**src/hdl/sac_pkg.sv**
```systemverilog
// ----------------------------------------------------------------------------
// sac_pkg: shared definitions for the switching activity counter
// Default widths, operation and level codes, and configuration register
// indexes used by the channel interfaces and the core.
// ----------------------------------------------------------------------------
package sac_pkg;

	// Default widths of the time base, the transition counter and the fraction.
	localparam int TIME_WIDTH_DEFAULT    = 48;
	localparam int COUNT_WIDTH_DEFAULT   = 32;
	localparam int FRACTION_BITS_DEFAULT = 16;

	// Fixed widths of the configuration registers and the activity result.
	localparam int END_WIDTH      = 48;
	localparam int PERIOD_WIDTH   = 32;
	localparam int ACTIVITY_WIDTH = 40;

	// APB data and address widths.
	localparam int APB_DATA_WIDTH = 64;
	localparam int APB_ADDR_WIDTH = 4;

	// Operation codes carried with every request.
	localparam logic OP_SAMPLE = 1'b0;
	localparam logic OP_FINISH = 1'b1;

	// Four-state level codes.
	localparam logic [1:0] LEVEL_ZERO = 2'd0;
	localparam logic [1:0] LEVEL_ONE  = 2'd1;
	localparam logic [1:0] LEVEL_X    = 2'd2;
	localparam logic [1:0] LEVEL_Z    = 2'd3;

	// Register select, taken from address bit 3 (registers sit 8 bytes apart).
	localparam logic REG_WINDOW = 1'b0;
	localparam logic REG_PERIOD = 1'b1;

endpackage

```
**src/hdl/sac_if.sv**
```systemverilog
// ----------------------------------------------------------------------------
// sac_if: request and result channels of the switching activity counter
// Valid/ready channels; a request moves when valid and ready are both high.
// ----------------------------------------------------------------------------

// Sample and finish requests.
interface sac_in_if #(
	parameter int TIME_WIDTH = sac_pkg::TIME_WIDTH_DEFAULT
);
	logic                  valid;
	logic                  ready;
	logic                  op;
	logic [TIME_WIDTH-1:0] sample_time;
	logic [1:0]            level;

	modport source (output valid, output op, output sample_time, output level, input ready);
	modport sink   (input valid, input op, input sample_time, input level, output ready);
endinterface

// Result items, one for each finish request.
interface sac_out_if #(
	parameter int COUNT_WIDTH   = sac_pkg::COUNT_WIDTH_DEFAULT,
	parameter int FRACTION_BITS = sac_pkg::FRACTION_BITS_DEFAULT
);
	logic                              valid;
	logic                              ready;
	logic [FRACTION_BITS:0]            duty_q16;
	logic [sac_pkg::ACTIVITY_WIDTH-1:0] activity_q16;
	logic [COUNT_WIDTH-1:0]            transition_halves;
	logic                              no_samples;
	logic                              saturated;

	modport source (output valid, output duty_q16, output activity_q16,
		output transition_halves, output no_samples, output saturated, input ready);
	modport sink   (input valid, input duty_q16, input activity_q16,
		input transition_halves, input no_samples, input saturated, output ready);
endinterface

```
**src/hdl/switching_activity_counter_core.sv**
```systemverilog
// ----------------------------------------------------------------------------
// switching_activity_counter_core: toggle rate and duty cycle of one signal
// Accumulates high time and half-unit transitions from value changes and,
// on finish, divides them into a Q1.16 duty cycle and a Q24.16 activity.
// ----------------------------------------------------------------------------
// Usage:
// Requests arrive on the samples channel. A sample request (op = 0) carries a
// time and a four-state level and is absorbed in the cycle it is accepted; it
// gives no result. A finish request (op = 1) closes the record at the end of
// the window, clears the accumulators at once and starts the finish sequence.
// The finish sequence runs one shared restoring divider, one quotient bit per
// cycle, over the numerator width N = max(TIME_WIDTH + FRACTION_BITS,
// COUNT_WIDTH + 31 + FRACTION_BITS) twice, with a 32-step shift-add multiply
// in between. A result is loaded into the output register when the sequence
// ends, or straight from ST_DONE after a finish with no samples, which skips
// the divider; samples.ready stays low meanwhile.
// Samples go at one per cycle while no finish sequence is running.
// One result sits in the output register; while it waits for results.ready,
// sample requests are still accepted, and a later finish waits for the slot.
// The window length (address 0) and clock_period_ticks (address 8) are
// written over APB and reset to 1. Reset clears all accumulators and empties
// the output.
// ----------------------------------------------------------------------------
module switching_activity_counter_core #(
	parameter int TIME_WIDTH    = sac_pkg::TIME_WIDTH_DEFAULT,
	parameter int COUNT_WIDTH   = sac_pkg::COUNT_WIDTH_DEFAULT,
	parameter int FRACTION_BITS = sac_pkg::FRACTION_BITS_DEFAULT
) (
	input  logic                               clk,
	input  logic                               arst_n,
	sac_in_if.sink                             samples,
	sac_out_if.source                          results,
	input  logic                               psel,
	input  logic                               penable,
	input  logic                               pwrite,
	input  logic [sac_pkg::APB_ADDR_WIDTH-1:0] paddr,
	input  logic [sac_pkg::APB_DATA_WIDTH-1:0] pwdata,
	output logic [sac_pkg::APB_DATA_WIDTH-1:0] prdata,
	output logic                               pready
);

	localparam int TW      = TIME_WIDTH;
	localparam int CW      = COUNT_WIDTH;
	localparam int FB      = FRACTION_BITS;
	localparam int PW      = sac_pkg::PERIOD_WIDTH;
	localparam int AW      = sac_pkg::ACTIVITY_WIDTH;
	localparam int PROD_W  = CW + PW;
	localparam int DUTY_NW = TW + FB;
	localparam int ACT_NW  = PROD_W + FB - 1;
	localparam int NUM_W   = (DUTY_NW > ACT_NW) ? DUTY_NW : ACT_NW;
	localparam int CNT_W   = $clog2(NUM_W + 1);

	typedef enum logic [2:0] {
		ST_IDLE,
		ST_DUTY,
		ST_MUL,
		ST_ACT,
		ST_DONE
	} state_t;

	state_t state_q;

	// Configuration registers.
	logic [sac_pkg::END_WIDTH-1:0] window_len_q;
	logic [PW-1:0]                 period_q;

	// Accumulated record of the signal.
	logic [1:0]    prev_level_q;
	logic [TW-1:0] prev_time_q;
	logic [TW-1:0] high_q;
	logic [CW-1:0] half_q;
	logic          have_q;
	logic          ovf_q;

	// Working registers of the finish sequence.
	logic [NUM_W-1:0] num_q;
	logic [TW-1:0]    rem_q;
	logic [TW-1:0]    div_q;
	logic [AW-1:0]    quo_q;
	logic             big_q;
	logic [CNT_W-1:0] cnt_q;
	logic [CW-1:0]    mcand_q;
	logic [PW-1:0]    mplier_q;
	logic [PROD_W-1:0] prod_q;
	logic [FB:0]      duty_res_q;
	logic             sat_q;
	logic             no_samp_q;

	// Output register.
	logic             out_valid_q;
	logic [FB:0]      duty_out_q;
	logic [AW-1:0]    act_out_q;
	logic [CW-1:0]    halves_out_q;
	logic             no_samp_out_q;
	logic             sat_out_q;

	logic in_fire;
	logic out_free;
	logic is_finish;
	logic cfg_write;

	assign in_fire   = samples.valid && samples.ready;
	assign out_free  = !out_valid_q || results.ready;
	assign is_finish = (samples.op == sac_pkg::OP_FINISH);
	assign cfg_write = psel && penable && pwrite && pready;

	assign samples.ready = (state_q == ST_IDLE);

	assign results.valid             = out_valid_q;
	assign results.duty_q16          = duty_out_q;
	assign results.activity_q16      = act_out_q;
	assign results.transition_halves = halves_out_q;
	assign results.no_samples        = no_samp_out_q;
	assign results.saturated         = sat_out_q;

	// APB register file.
	assign pready = 1'b1;

	always_comb begin
		if (paddr[3] == sac_pkg::REG_PERIOD) begin
			prdata = sac_pkg::APB_DATA_WIDTH'(period_q);
		end else begin
			prdata = sac_pkg::APB_DATA_WIDTH'(window_len_q);
		end
	end

	always_ff @(posedge clk or negedge arst_n) begin
		if (!arst_n) begin
			window_len_q <= sac_pkg::END_WIDTH'(1);
			period_q     <= PW'(1);
		end else if (cfg_write) begin
			if (paddr[3] == sac_pkg::REG_PERIOD) begin
				period_q <= pwdata[PW-1:0];
			end else begin
				window_len_q <= pwdata[sac_pkg::END_WIDTH-1:0];
			end
		end
	end

	// Divisor: end time masked to the time width, zero taken as one.
	logic [TW-1:0] end_ext;
	logic [TW-1:0] end_eff;

	assign end_ext = TW'(window_len_q);
	assign end_eff = (end_ext == '0) ? TW'(1) : end_ext;

	// High-time accumulation up to the sample time, or to the end on finish.
	logic [TW-1:0] now;
	logic [TW:0]   diff;
	logic [TW:0]   high_sum;
	logic          high_add;
	logic [TW-1:0] high_next;
	logic          high_ovf;

	always_comb begin
		now       = is_finish ? end_eff : samples.sample_time;
		diff      = {1'b0, now} - {1'b0, prev_time_q};
		high_add  = (prev_level_q == sac_pkg::LEVEL_ONE) && !diff[TW];
		high_sum  = {1'b0, high_q} + {1'b0, diff[TW-1:0]};
		high_ovf  = high_add && high_sum[TW];
		if (!high_add) begin
			high_next = high_q;
		end else if (high_sum[TW]) begin
			high_next = '1;
		end else begin
			high_next = high_sum[TW-1:0];
		end
	end

	// Transition count: a change between known levels counts two halves.
	logic          level_changed;
	logic [1:0]    half_inc;
	logic [CW:0]   half_sum;
	logic [CW-1:0] half_next;
	logic          half_ovf;

	always_comb begin
		level_changed = (samples.level != prev_level_q);
		if ((samples.level inside {sac_pkg::LEVEL_X, sac_pkg::LEVEL_Z}) ||
			(prev_level_q inside {sac_pkg::LEVEL_X, sac_pkg::LEVEL_Z})) begin
			half_inc = 2'd1;
		end else begin
			half_inc = 2'd2;
		end
		half_sum = {1'b0, half_q} + (CW + 1)'(half_inc);
		half_ovf = level_changed && half_sum[CW];
		if (!level_changed) begin
			half_next = half_q;
		end else if (half_sum[CW]) begin
			half_next = '1;
		end else begin
			half_next = half_sum[CW-1:0];
		end
	end

	always_ff @(posedge clk or negedge arst_n) begin
		if (!arst_n) begin
			prev_level_q <= sac_pkg::LEVEL_ZERO;
			prev_time_q  <= '0;
			high_q       <= '0;
			half_q       <= '0;
			have_q       <= 1'b0;
			ovf_q        <= 1'b0;
		end else if (in_fire) begin
			if (is_finish) begin
				prev_level_q <= sac_pkg::LEVEL_ZERO;
				prev_time_q  <= '0;
				high_q       <= '0;
				half_q       <= '0;
				have_q       <= 1'b0;
				ovf_q        <= 1'b0;
			end else begin
				if (have_q) begin
					high_q <= high_next;
					half_q <= half_next;
					ovf_q  <= ovf_q || high_ovf || half_ovf;
				end
				prev_level_q <= samples.level;
				prev_time_q  <= samples.sample_time;
				have_q       <= 1'b1;
			end
		end
	end

	// Shared restoring divider step: one quotient bit per cycle.
	logic [TW:0]      div_cand;
	logic             div_ge;
	logic [TW:0]      div_diff;
	logic [TW-1:0]    rem_step;
	logic [AW-1:0]    quo_step;
	logic             big_step;

	always_comb begin
		div_cand = {rem_q, num_q[NUM_W-1]};
		div_ge   = (div_cand >= {1'b0, div_q});
		div_diff = div_cand - {1'b0, div_q};
		rem_step = div_ge ? div_diff[TW-1:0] : div_cand[TW-1:0];
		quo_step = {quo_q[AW-2:0], div_ge};
		big_step = big_q || quo_q[AW-1];
	end

	// Shift-add multiply step, multiplier bits taken from the top.
	logic [PROD_W-1:0] prod_step;

	assign prod_step = {prod_q[PROD_W-2:0], 1'b0} +
		(mplier_q[PW-1] ? PROD_W'(mcand_q) : '0);

	// Duty limit and its saturation test.
	localparam logic [AW-1:0] DUTY_LIMIT = AW'(1) << FB;
	logic duty_sat;

	assign duty_sat = big_q || (quo_q > DUTY_LIMIT);

	// Working registers of the finish sequence.
	always_ff @(posedge clk) begin
		case (state_q)
			ST_IDLE: begin
				if (in_fire && is_finish) begin
					num_q     <= NUM_W'({high_next, {FB{1'b0}}});
					rem_q     <= '0;
					quo_q     <= '0;
					big_q     <= 1'b0;
					cnt_q     <= CNT_W'(NUM_W);
					div_q     <= end_eff;
					mcand_q   <= half_q;
					sat_q     <= ovf_q || high_ovf;
					no_samp_q <= !have_q;
				end
			end
			ST_DUTY: begin
				if (cnt_q != '0) begin
					num_q <= {num_q[NUM_W-2:0], 1'b0};
					rem_q <= rem_step;
					quo_q <= quo_step;
					big_q <= big_step;
					cnt_q <= cnt_q - CNT_W'(1);
				end else begin
					duty_res_q <= duty_sat ? DUTY_LIMIT[FB:0] : quo_q[FB:0];
					sat_q      <= sat_q || duty_sat;
					prod_q     <= '0;
					mplier_q   <= period_q;
					cnt_q      <= CNT_W'(PW);
				end
			end
			ST_MUL: begin
				if (cnt_q != '0) begin
					prod_q   <= prod_step;
					mplier_q <= {mplier_q[PW-2:0], 1'b0};
					cnt_q    <= cnt_q - CNT_W'(1);
				end else begin
					num_q <= NUM_W'({prod_q, {(FB - 1){1'b0}}});
					rem_q <= '0;
					quo_q <= '0;
					big_q <= 1'b0;
					cnt_q <= CNT_W'(NUM_W);
				end
			end
			ST_ACT: begin
				if (cnt_q != '0) begin
					num_q <= {num_q[NUM_W-2:0], 1'b0};
					rem_q <= rem_step;
					quo_q <= quo_step;
					big_q <= big_step;
					cnt_q <= cnt_q - CNT_W'(1);
				end
			end
			default: begin
			end
		endcase
	end

	// Sequencer and output register.
	always_ff @(posedge clk or negedge arst_n) begin
		if (!arst_n) begin
			state_q       <= ST_IDLE;
			out_valid_q   <= 1'b0;
			duty_out_q    <= '0;
			act_out_q     <= '0;
			halves_out_q  <= '0;
			no_samp_out_q <= 1'b0;
			sat_out_q     <= 1'b0;
		end else begin
			if (state_q == ST_DONE && out_free) begin
				out_valid_q <= 1'b1;
			end else if (results.ready) begin
				out_valid_q <= 1'b0;
			end
			case (state_q)
				ST_IDLE: begin
					if (in_fire && is_finish) begin
						state_q <= have_q ? ST_DUTY : ST_DONE;
					end
				end
				ST_DUTY: begin
					if (cnt_q == '0) begin
						state_q <= ST_MUL;
					end
				end
				ST_MUL: begin
					if (cnt_q == '0) begin
						state_q <= ST_ACT;
					end
				end
				ST_ACT: begin
					if (cnt_q == '0) begin
						state_q <= ST_DONE;
					end
				end
				ST_DONE: begin
					// The result waits here until the output register is free.
					if (out_free) begin
						if (no_samp_q) begin
							duty_out_q    <= '0;
							act_out_q     <= '0;
							halves_out_q  <= '0;
							sat_out_q     <= 1'b0;
							no_samp_out_q <= 1'b1;
						end else begin
							// Activity can only overflow the quotient width.
							act_out_q     <= big_q ? '1 : quo_q;
							sat_out_q     <= sat_q || big_q;
							duty_out_q    <= duty_res_q;
							halves_out_q  <= mcand_q;
							no_samp_out_q <= 1'b0;
						end
						state_q <= ST_IDLE;
					end
				end
				default: begin
					state_q <= ST_IDLE;
				end
			endcase
		end
	end

	// A result with no samples carries nothing else.
	assert property (@(posedge clk) disable iff (!arst_n)
		(results.valid && results.no_samples) |->
		(results.duty_q16 == '0 && results.activity_q16 == '0 &&
		results.transition_halves == '0 && !results.saturated))
		else $error("no-sample result carries nonzero fields");

	// Duty never exceeds one.
	assert property (@(posedge clk) disable iff (!arst_n)
		results.valid |-> (AW'(results.duty_q16) <= DUTY_LIMIT))
		else $error("duty above full scale");

	// Accumulators never fall while samples arrive.
	assert property (@(posedge clk) disable iff (!arst_n)
		(in_fire && !is_finish) |=> (half_q >= $past(half_q) && high_q >= $past(high_q)))
		else $error("accumulator decreased on a sample");

	// A finish clears the record in the next cycle.
	assert property (@(posedge clk) disable iff (!arst_n)
		(in_fire && is_finish) |=> (!have_q && half_q == '0 && high_q == '0 && !ovf_q))
		else $error("record not cleared after finish");

	// A pending result is never overwritten before it is taken.
	assert property (@(posedge clk) disable iff (!arst_n)
		(out_valid_q && !results.ready) |=>
		(out_valid_q && $stable(duty_out_q) && $stable(act_out_q) && $stable(sat_out_q)))
		else $error("pending result lost");

endmodule

```
**src/flat_wrapper.sv**
```systemverilog
// flat-port wrapper written by rule: the top's interface ports become plain ports
module switching_activity_counter_core_flat 
#(
	parameter int TIME_WIDTH    = sac_pkg::TIME_WIDTH_DEFAULT,
	parameter int COUNT_WIDTH   = sac_pkg::COUNT_WIDTH_DEFAULT,
	parameter int FRACTION_BITS = sac_pkg::FRACTION_BITS_DEFAULT
)
  (clk, arst_n, psel, penable, pwrite, paddr, pwdata, prdata, pready, samples_valid, samples_op, samples_sample_time, samples_level, samples_ready, results_valid, results_duty_q16, results_activity_q16, results_transition_halves, results_no_samples, results_saturated, results_ready);
  sac_in_if #(.TIME_WIDTH(TIME_WIDTH)) samples_i ();
  sac_out_if #(.COUNT_WIDTH(COUNT_WIDTH), .FRACTION_BITS(FRACTION_BITS)) results_i ();
  input  logic clk;
  input  logic arst_n;
  input  logic psel;
  input  logic penable;
  input  logic pwrite;
  input  logic [sac_pkg::APB_ADDR_WIDTH-1:0] paddr;
  input  logic [sac_pkg::APB_DATA_WIDTH-1:0] pwdata;
  output logic [sac_pkg::APB_DATA_WIDTH-1:0] prdata;
  output logic pready;
  input wire logic [$bits(samples_i.valid)-1:0] samples_valid;
  input wire logic [$bits(samples_i.op)-1:0] samples_op;
  input wire logic [$bits(samples_i.sample_time)-1:0] samples_sample_time;
  input wire logic [$bits(samples_i.level)-1:0] samples_level;
  output wire logic [$bits(samples_i.ready)-1:0] samples_ready;
  output wire logic [$bits(results_i.valid)-1:0] results_valid;
  output wire logic [$bits(results_i.duty_q16)-1:0] results_duty_q16;
  output wire logic [$bits(results_i.activity_q16)-1:0] results_activity_q16;
  output wire logic [$bits(results_i.transition_halves)-1:0] results_transition_halves;
  output wire logic [$bits(results_i.no_samples)-1:0] results_no_samples;
  output wire logic [$bits(results_i.saturated)-1:0] results_saturated;
  input wire logic [$bits(results_i.ready)-1:0] results_ready;
  assign samples_i.valid = samples_valid;
  assign samples_i.op = samples_op;
  assign samples_i.sample_time = samples_sample_time;
  assign samples_i.level = samples_level;
  assign samples_ready = samples_i.ready;
  assign results_valid = results_i.valid;
  assign results_duty_q16 = results_i.duty_q16;
  assign results_activity_q16 = results_i.activity_q16;
  assign results_transition_halves = results_i.transition_halves;
  assign results_no_samples = results_i.no_samples;
  assign results_saturated = results_i.saturated;
  assign results_i.ready = results_ready;
  switching_activity_counter_core #(.TIME_WIDTH(TIME_WIDTH), .COUNT_WIDTH(COUNT_WIDTH), .FRACTION_BITS(FRACTION_BITS)) u_core (.clk(clk), .arst_n(arst_n), .samples(samples_i), .results(results_i), .psel(psel), .penable(penable), .pwrite(pwrite), .paddr(paddr), .pwdata(pwdata), .prdata(prdata), .pready(pready));
endmodule
```
**config.mk**
```make
export PLATFORM = sky130hd
export DESIGN_NAME = switching_activity_counter_core_flat
export DESIGN_NICKNAME = d
export VERILOG_FILES = /design/src/hdl/sac_pkg.sv /design/src/hdl/sac_if.sv /design/src/hdl/switching_activity_counter_core.sv /design/src/flat_wrapper.sv
export SDC_FILE = /design/constraint.sdc
export NUM_CORES = 1
export LEC_CHECK = 0
export ABC_CLOCK_PERIOD_IN_PS = 8800
export BUFFER_PORTS_ARGS = -buffer_cell sky130_fd_sc_hd__buf_4
export CAP_MARGIN = 30
export CORE_UTILIZATION = 55
export CTS_CLUSTER_SIZE = 10
export DETAILED_ROUTE_END_ITERATION = 8
export PLACE_DENSITY = 0.77
export SETUP_SLACK_MARGIN = 0.02
export SYNTH_ARGS = -nofsm -noshare
export SYNTH_HDL_FRONTEND = slang
export SYNTH_SLANG_ARGS = --single-unit
```
**constraint.sdc**
```tcl
create_clock -name clk -period 8.8 [get_ports clk]
set_input_delay 0.44 -clock clk [delete_from_list [all_inputs] [get_ports clk]]
set_output_delay 0.44 -clock clk [all_outputs]
set_load 0.02 [all_outputs]
```
Yosys cells after proc, flatten, opt, wreduce, memory -nomap -nowiden
Cells that the tools add are included.
{"block": "word_totals", "wordCells": 166, "mem_bits_ro": 0, "mem_bits_rw": 0, "regBits": 677, "latch_bits": 0, "input_bits": 126, "output_inout_bits": 158, "mem_count": 0}
{"block": "classes", "n_lt_le_gt_ge": 2, "reduce_logical": 45, "bitwise_logic": 2, "n_mul": 0, "n_eq_ne": 20, "addsub": 6, "div_mod_pow": 0, "n_shift": 0, "mux": 64}
{"op": "$mux W48", "count": 12}
{"op": "$mux W32", "count": 8}
{"op": "$mux W79", "count": 3}
{"op": "$pmux W79 S3", "count": 1}
{"op": "$mux W40", "count": 5}
{"op": "$pmux W48 S3", "count": 1}
{"op": "$mux W64", "count": 2}
{"op": "$pmux W64 S2", "count": 1}
{"op": "$pmux W40 S3", "count": 1}
{"op": "$add A64 B64 Y64", "count": 1}
{"op": "$pmux W32 S2", "count": 1}
{"op": "$add A48 B48 Y49", "count": 1}
{"op": "$ge A49 B48 Y1", "count": 1}
{"op": "$sub A48 B48 Y49", "count": 1}
{"op": "$logic_not A48 Y1", "count": 1}
{"op": "$sub A48 B48 Y48", "count": 1}
{"op": "$gt A40 B17 Y1 const B", "count": 1}
{"op": "$add A32 B2 Y33", "count": 1}
{"op": "$mux W7", "count": 4}
{"op": "$pmux W7 S4", "count": 1}
{"op": "$mux W3", "count": 6}
{"op": "$mux W17", "count": 1}
{"op": "$pmux W3 S5", "count": 1}
{"op": "$ne A2 B1 Y1 const B", "count": 7}
{"op": "other kinds (27)", "count": 76}

Logic depth before layout (Yosys ltp)
Gate-level depths: netlist of the first run.
{"block": "depth", "word_depth": 11, "depth_mapped": 29, "ltp_nobuf": 28}

Worst setup path after synthesis of the first run
No wires, ideal clock.
{"block": "synth_timing", "path_kind": "flip-flop to flip-flop", "start": "register u_core.cnt_q[0]", "end": "register u_core.big_q, enable pin", "n_path_buf": 0, "setup_ns": 0.668, "required_ns": 8.132, "synth_period_minus_slack_ns": 8.435, "slack_ns": 0.365, "path_stages_with_launch": 10, "t_arrival_ns": 7.768, "cell_sequence": "edfxtp_1 > inv_1 > ha_1 > nand2_1 > or3_1 > nor2_1 > nand2_1 > o21ai_0 > mux2i_1 > nor2_1"}
{"block": "synth_between", "elab_chain_cells": 3, "elab_cells_between_ends": 4, "classes_between": "eq/ne: 2; reduce/logical: 2"}
{"item": "start: declaration", "line": "switching_activity_counter_core.sv:81", "source": "logic [CNT_W-1:0] cnt_q;"}
{"item": "start signal: assignment", "line": "switching_activity_counter_core.sv:263", "source": "cnt_q <= CNT_W'(NUM_W);"}
{"item": "start signal: assignment", "line": "switching_activity_counter_core.sv:276", "source": "cnt_q <= cnt_q - CNT_W'(1);"}
{"item": "start signal: assignment", "line": "switching_activity_counter_core.sv:282", "source": "cnt_q <= CNT_W'(PW);"}
{"item": "$reduce_bool A7 Y1 (*)", "line": "switching_activity_counter_core.sv:271, switching_activity_counter_core.sv:286, switching_activity_counter_core.sv:299"}
{"item": "$ne A2 B2 Y1 (no line) / $ne A2 B1 Y1 (equally long branches)"}
{"item": "$reduce_and A4 Y1 (no line) (*)"}
{"item": "end signal: assignment", "line": "switching_activity_counter_core.sv:275", "source": "big_q <= big_step;"}
{"item": "end signal: assignment", "line": "switching_activity_counter_core.sv:303", "source": "big_q <= big_step;"}
{"item": "end: declaration", "line": "switching_activity_counter_core.sv:80", "source": "logic big_q;"}
Every way passes the cells marked *; elsewhere a longest branch is shown, timed or not.
A chain may end at the register's enable or synchronous reset.

Worst setup path in the final report of the first run
{"block": "layout_timing", "start": "register u_core.window_len_q (netlist bit u_core.end_ext[43])", "end": "register u_core.num_q[26], data pin"}
{"block": "layout_between", "elab_chain_cells": 9, "elab_cells_between_ends": 11, "classes_between": "add/sub: 2; mux: 6; reduce/logical: 3"}
{"item": "start: declaration", "line": "switching_activity_counter_core.sv:64", "source": "logic [sac_pkg::END_WIDTH-1:0] window_len_q;"}
{"item": "start signal: assignment", "line": "switching_activity_counter_core.sv:129", "source": "window_len_q <= sac_pkg::END_WIDTH'(1);"}
{"item": "start signal: assignment", "line": "switching_activity_counter_core.sv:135", "source": "window_len_q <= pwdata[sac_pkg::END_WIDTH-1:0];"}
{"item": "$logic_not A48 Y1 (*)", "line": "switching_activity_counter_core.sv:145", "source": "assign end_eff = (end_ext == '0) ? TW'(1) : end_ext;"}
{"item": "$mux W48 (*)", "line": "switching_activity_counter_core.sv:145"}
{"item": "named net u_core.end_eff[0]", "line": "switching_activity_counter_core.sv:142", "source": "logic [TW-1:0] end_eff;"}
{"item": "$mux W48 (*)", "line": "switching_activity_counter_core.sv:156", "source": "now = is_finish ? end_eff : samples.sample_time;"}
{"item": "$sub A48 B48 Y49 (*)", "line": "switching_activity_counter_core.sv:157", "source": "diff = {1'b0, now} - {1'b0, prev_time_q};"}
{"item": "$add A48 B48 Y49 / $logic_not A1 Y1 (equally long branches)", "line": "switching_activity_counter_core.sv:159, switching_activity_counter_core.sv:158"}
{"item": "$mux W48 / $logic_and A1 B1 Y1 (equally long branches)", "line": "switching_activity_counter_core.sv:163, switching_activity_counter_core.sv:158"}
{"item": "$mux W48 (*)", "line": "switching_activity_counter_core.sv:161", "source": "if (!high_add) begin"}
{"item": "$mux W79 (*)", "line": "switching_activity_counter_core.sv:258", "source": "if (in_fire && is_finish) begin"}
{"item": "$pmux W79 S3 (*)", "line": "switching_activity_counter_core.sv:256", "source": "case (state_q)"}
{"item": "end signal: assignment", "line": "switching_activity_counter_core.sv:259", "source": "num_q <= NUM_W'({high_next, {FB{1'b0}}});"}
{"item": "end signal: assignment", "line": "switching_activity_counter_core.sv:272", "source": "num_q <= {num_q[NUM_W-2:0], 1'b0};"}
{"item": "end signal: assignment", "line": "switching_activity_counter_core.sv:291", "source": "num_q <= NUM_W'({prod_q, {(FB - 1){1'b0}}});"}
{"item": "end: declaration", "line": "switching_activity_counter_core.sv:76", "source": "logic [NUM_W-1:0] num_q;"}
Mark *: on every way through the listed nets, which the timed path passes. The rest lies on a longest branch. The select of a mux whose other input is x is not followed.

==> impl_metrics.json, run 1 <==
{
  "outcome": "complete, no violations",
  "io_buffers": 247,
  "slew_viol_final": 0,
  "grt.overflow.total": 0,
  "yosysUniqueCellTypes": 94,
  "post_cts_buffers": 0,
  "cts_htree_levels": 3,
  "power.density_nw_per_um2": 370,
  "cts_resized": 0,
  "drt_iter0_markers": 2970,
  "max_freq_ghz": 0.125,
  "worst_pin_slew_ps": 1000,
  "post-route-min-period_ps": 8010,
  "die_y_um": 269,
  "cts_tree": "done",
  "path_clk_slew_ps": 50,
  "relSlewSlack": 0.334,
  "seq_area_frac_synth": 0.469,
  "p_clk_frac": 0.189,
  "dpl_cell_area_um2": 41400,
  "arrival_ps": 8460,
  "slowest_delay_ps": 760,
  "cts_made_buffers": 79,
  "route.met2.wl_um": 48900,
  "clk_latency_ps": 660,
  "internal_power_mw": 9.33,
  "worstSetupStartpointType": "flip-flop",
  "dr.pass1.iters": 5,
  "synth_area_per_cell_um2": 9.60,
  "dieArea_um2": 72200,
  "max-vdd-ir-drop_mv": 0.227,
  "synth_flop_cell": "edfxtp_1",
  "multi_input_area_um2": 19200,
  "cts_hold_buf": 1,
  "rsz0062_at_grt": "no",
  "ioPinCount": 284,
  "met1Wirelength_um": 45300,
  "finalHoldViolCount": 0,
  "cts.path.max_buffers": 3,
  "wl_um": 103000,
  "antenna_found_initial": 5,
  "grt_pass1_vias": 29100,
  "finalInstanceArea_um2": 43900,
  "slowest_stage": "o31ai_1",
  "setup.worst_path.class": "reg -> reg",
  "nets": 4485,
  "seqCellArea_um2": 18300,
  "dpl.hpwl_um": 74000,
  "row_count": 97,
  "wl_met3_um": 5890,
  "maxCapViolCount": 0,
  "hold_path.class": "in -> reg",
  "power.switching_mw": 6.91,
  "ant_nets": 0,
  "synth-seq-cells": 662,
  "synthTopCellsByArea": "edfxtp_1 (27%), dfrtp_1 (20%), ha_1 (5.7%), nand2_1 (5.4%), o21ai_0 (4.0%)",
  "drive_gt1_frac": 0.135,
  "p_leak_nw": 19.0,
  "final.period_utilization": 0.910,
  "synth_top_area_frac": 0.272,
  "synth_edf_count": 355,
  "gp_congestion": 0.923,
  "clock_skew_ps": 50.4,
  "crit_path_max_fanout": 13,
  "finalSetupViolCount": 0,
  "placedCellCount": 5030,
  "track_usage": 0.284,
  "grt_max_degree": 115,
  "post-route-drc-count": 0,
  "synth_area_um2": 39100,
  "vias": 30900,
  "combPwrFrac": 0.489,
  "netSwitchingFraction": 0.426,
  "yosysTopAreaCell": "edfxtp_1",
  "tns_ps": 0,
  "syn_inst": 4076,
  "fillCellCount": 5782,
  "p_seq_frac": 0.322,
  "yosys_warnings": 0,
  "post-route-util": 0.625,
  "cts.sink_count": 662,
  "ctsRootBufferMaster": "clkbuf_16",
  "async_flop_share": 0.464,
  "synthToLayoutAreaGrowth_pct": 12.3,
  "die_width_um": 269,
  "cp-end-kind": "flip-flop",
  "core_um2": 70300,
  "required_ps": 9250,
  "vias_per_cell": 5.96,
  "wire_per_inst_um": 20.0,
  "highest_layer": "met5",
  "grt_pass1_wl_um": 161000,
  "final_cells": 5183,
  "start_util": 0.557
}
==> critical path, delay by kind of cell (launching register included) <==
| kind | cells | cell delay [ps] |
|---|---|---|
| AO/OA/AOI/OAI | 16 | 4180 |
| adder cells (fa/ha/maj) | 3 | 870 |
| buffers and inverters | 2 | 280 |
| flip-flops | 1 | 440 |
| AND/OR/NAND/NOR | 8 | 2050 |
==> kinds of logic after synthesis <==
logic type,Yosys count,synth area share
XOR/XNOR,184,0.0412
AO/OA/AOI/OAI,1034,0.171
other,2,0.000192
multiplexers,154,0.0430
adder cells (fa/ha/maj),184,0.0598
flip-flops,662,0.469
buffers and inverters,439,0.0457
AND/OR/NAND/NOR,1417,0.170
==> registers in the layout, indices dropped and copies added (netlist names), 40 cells and up <==
name and flops:
u_core.results.activity_q16 40, u_core.high_q 48, u_core.div_q 48, u_core.num_q 64
u_core.quo_q 40, u_core.prod_q 64, u_core.end_ext 48, u_core.rem_q 48
u_core.prev_time_q 48
==> worst paths after layout <==
check / end / depth (start not counted) / slack [ps] / from
worst max register to register: u_core.num_q[26]$_DFFE_PP_ / 29 / 790 / u_core.end_ext[43]$_DFFE_PN0P_
worst max-delay path: u_core.num_q[26]$_DFFE_PP_ / 29 / 790 / u_core.end_ext[43]$_DFFE_PN0P_
worst min-delay path: u_core.end_ext[45]$_DFFE_PN0P_ / 2 / 30 / pwdata[45]
max in group asynchronous: u_core.end_ext[27]$_DFFE_PN0P_ / 4 / 6200 / arst_n
worst min register to register: u_core.results.activity_q16[14]$_DFFE_PN0P_ / 2 / 480 / u_core.results.activity_q16[14]$_DFFE_PN0P_
min in group asynchronous: u_core.results.duty_q16[13]$_DFFE_PN0P_ / 2 / 370 / arst_n
==> power groups by stage <==
stage	clock network (mW)	registers (mW)	logic [mW]
after floorplan	0	5.21	5.87
after global placement	0	5.23	7.68
after detailed placement	0	5.26	7.82
after CTS	3.11	5.21	7.89
after global routing	3.24	5.33	8.80
final	3.08	5.22	7.94
==> cells in the mapped netlist (103+ instances only) <==
master	number
nand2_1	568
edfxtp_1	355
o21ai_0	315
dfrtp_1	305
nor2_1	272
clkbuf_1	231
a21oi_1	215
ha_1	179
inv_1	150
nand2b_1	120
mux2_2	114
a21o_1	103
==> layer usage <==
metal | up-vias | GRT usage
met2 | 986 | 0.450
met5 | - | 0
met1 | 15000 | 0.401
met3 | 207 | 0.0353
li1 | 14700 | -
met4 | 2 | 0.104
==> stage by stage <==
step	power, mW	setup WS, ps	hold WS (ps)
after global placement	12.9	1210	462
after detailed placement	13.1	1100	470
after global routing	17.4	341	14.1
after CTS	16.2	1030	1.07
final	16.2	795	28.8
after floorplan	11.1	365	144
==> cell type report <==
| type | count | area share |
|---|---|---|
| diodes | 4 | 0.000228 |
| multi-input cells | 2990 | 0.436 |
| flip-flops and latches | 662 | 0.418 |
| clock buffers | 131 | 0.0508 |
| clock inverters | 14 | 0.00447 |
| well taps | 940 | 0.0268 |
| inverters | 150 | 0.0128 |
| repair buffers | 292 | 0.0512 |
==> layout by cell type (no fill, tap or decap), drive strengths merged, types with 18 or more instances in the layout <==
master,n
a21oi,216
o21a,20
nand3,99
a22o,43
nor3,37
xnor2,92
ha,179
nor4,32
a22oi,48
mux2,114
o22ai,18
inv,151
a21o,103
o31ai,54
o21bai,32
clkbuf,132
nor2,273
edfxtp,355
nor2b,38
nand4,50
nand2,569
and2,102
dfrtp,305
nand2b,120
a211oi,34
o211ai,27
mux2i,40
xor2,92
and3,38
a31oi,31
o21ai,321
or3,18
buf,290
Power figures use the tool's default switching activity.
==> run 2: changes to the inputs <==
HOLD_SLACK_MARGIN = 0.06   (was default)
==> impl_metrics.json, run 2 (synthesis gave the netlist of run 1 again) <==
{
  "outcome": "complete, no violations",
  "cts_tree": "done",
  "cts_htree_levels": 3,
  "clock_skew_ps": 52.9,
  "gp_congestion": 0.923,
  "slowest_stage": "o31ai_1",
  "wl_met3_um": 6330,
  "worstSetupStartpointType": "flip-flop",
  "final_cells": 5235,
  "dpl_cell_area_um2": 41400,
  "seqCellArea_um2": 18300,
  "finalInstanceArea_um2": 44400,
  "setup.worst_path.class": "reg -> reg",
  "wl_um": 105000,
  "cts.path.max_buffers": 3,
  "grt_pass1_vias": 29500,
  "hold_path.class": "in -> reg",
  "finalSetupViolCount": 0,
  "relSlewSlack": 0.329,
  "multi_input_area_um2": 19200,
  "synthToLayoutAreaGrowth_pct": 13.5,
  "top_regs": "u_core.num_q (64), u_core.prod_q (64)",
  "dpl.hpwl_um": 74000,
  "ioPinCount": 284,
  "place_ws_ps": 1100,
  "drive_gt1_frac": 0.134,
  "setup_slack_ps": 804,
  "core_um2": 70300,
  "track_usage": 0.288,
  "die_y_um": 269,
  "p_leak_nw": 19.2,
  "post-route-drc-count": 0,
  "slew_viol_final": 0,
  "arrival_ps": 8450,
  "met1Wirelength_um": 45500,
  "row_count": 97,
  "maxCapViolCount": 0,
  "power.density_nw_per_um2": 367,
  "route.met2.wl_um": 49900,
  "vias_per_cell": 5.97,
  "slowest_delay_ps": 720,
  "clk_latency_ps": 660,
  "ctsRootBufferMaster": "clkbuf_16",
  "grt.overflow.total": 0,
  "rsz0062_at_grt": "no",
  "start_util": 0.557,
  "io_buffers": 247,
  "grt_pass1_wl_um": 163000,
  "final.period_utilization": 0.909,
  "cts_made_buffers": 79,
  "layout_commonest_cell": "nand2_1",
  "highest_layer": "met4",
  "dieArea_um2": 72200,
  "antenna_found_initial": 6,
  "power_mw": 16.3,
  "max-vdd-ir-drop_mv": 0.227,
  "required_ps": 9250,
  "vias": 31300,
  "fillCellCount": 5676,
  "crit_path_max_fanout": 13,
  "ant_nets": 0,
  "post-route-min-period_ps": 8000,
  "layout_common_cells": "nand2_1 (566), edfxtp_1 (355), o21ai_0 (315), dfrtp_1 (305), buf_4 (283)",
  "path_clk_slew_ps": 50,
  "cts.sink_count": 662,
  "cp-end-kind": "flip-flop",
  "wire_per_inst_um": 20.1,
  "placedCellCount": 5030,
  "post_cts_buffers": 0,
  "max_freq_ghz": 0.125,
  "finalHoldViolCount": 0,
  "die_width_um": 269,
  "nets": 4534,
  "grt_max_degree": 115,
  "drt_iter0_markers": 2857,
  "tns_ps": 0,
  "dr.pass1.iters": 6,
  "worst_pin_slew_ps": 1010
}
==> run 2: layout make-up <==
| type | count | area share |
|---|---|---|
| clock buffer | 131 | 0.0502 |
| tap | 940 | 0.0265 |
| sequential | 662 | 0.413 |
| antenna | 7 | 0.000394 |
| inverter | 150 | 0.0127 |
| multi-input combinational | 2990 | 0.431 |
| clock inverter | 14 | 0.00442 |
| timing repair buffer | 341 | 0.0617 |
==> run 2: worst paths after layout <==
check | startpoint | end | slack (ps) | depth (start not counted)
setup reg to reg | u_core.end_ext[43]$_DFFE_PN0P_ | u_core.num_q[26]$_DFFE_PP_ | 800 | 29
hold / removal | samples_sample_time[2] | u_core.prev_time_q[2]$_DFFE_PN0P_ | 110 | 3
hold reg to reg | u_core.prev_time_q[2]$_DFFE_PN0P_ | u_core.prev_time_q[2]$_DFFE_PN0P_ | 480 | 2
min in group asynchronous | arst_n | u_core.results.duty_q16[13]$_DFFE_PN0P_ | 370 | 2
setup / recovery | u_core.end_ext[43]$_DFFE_PN0P_ | u_core.num_q[26]$_DFFE_PP_ | 800 | 29
max in group asynchronous | arst_n | u_core.end_ext[20]$_DFFE_PN0P_ | 6180 | 4
==> run 2: critical path: cells and delay by family (launching register included) <==
family	cells	cell delay [ps]
AO/OA/AOI/OAI	16	4160
AND/OR/NAND/NOR	8	2060
adder cells (fa/ha/maj)	3	870
buffers and inverters	2	270
flip-flops	1	440
==> run 2: layer usage <==
metal / global-route usage / vias to the layer above
li1: - / 14800
met1: 0.403 / 15100
met2: 0.458 / 1114
met3: 0.0358 / 222
met4: 0.109 / 0
met5: 0 / -
==> run 2: timing repair <==
action / in CTS / in global routing
gates resized for setup: 0 / 0
hold endpoints to repair: 162 / 0
hold buffers: 50 / 0
==> run 2: where the power goes <==
| part | switching (mW) | internal, mW | total (mW) |
|---|---|---|---|
| Combinational | 4.96 | 3.03 | 7.99 |
| Clock | 1.34 | 1.75 | 3.09 |
| Sequential | 0.666 | 4.56 | 5.23 |
==> run 2: per-stage QoR <==
step	util	hold slack, ps
after floorplan	-	144
after global placement	0.589	462
after detailed placement	0.589	470
after CTS	0.631	77.3
after global routing	0.632	93.2
final	0.632	107
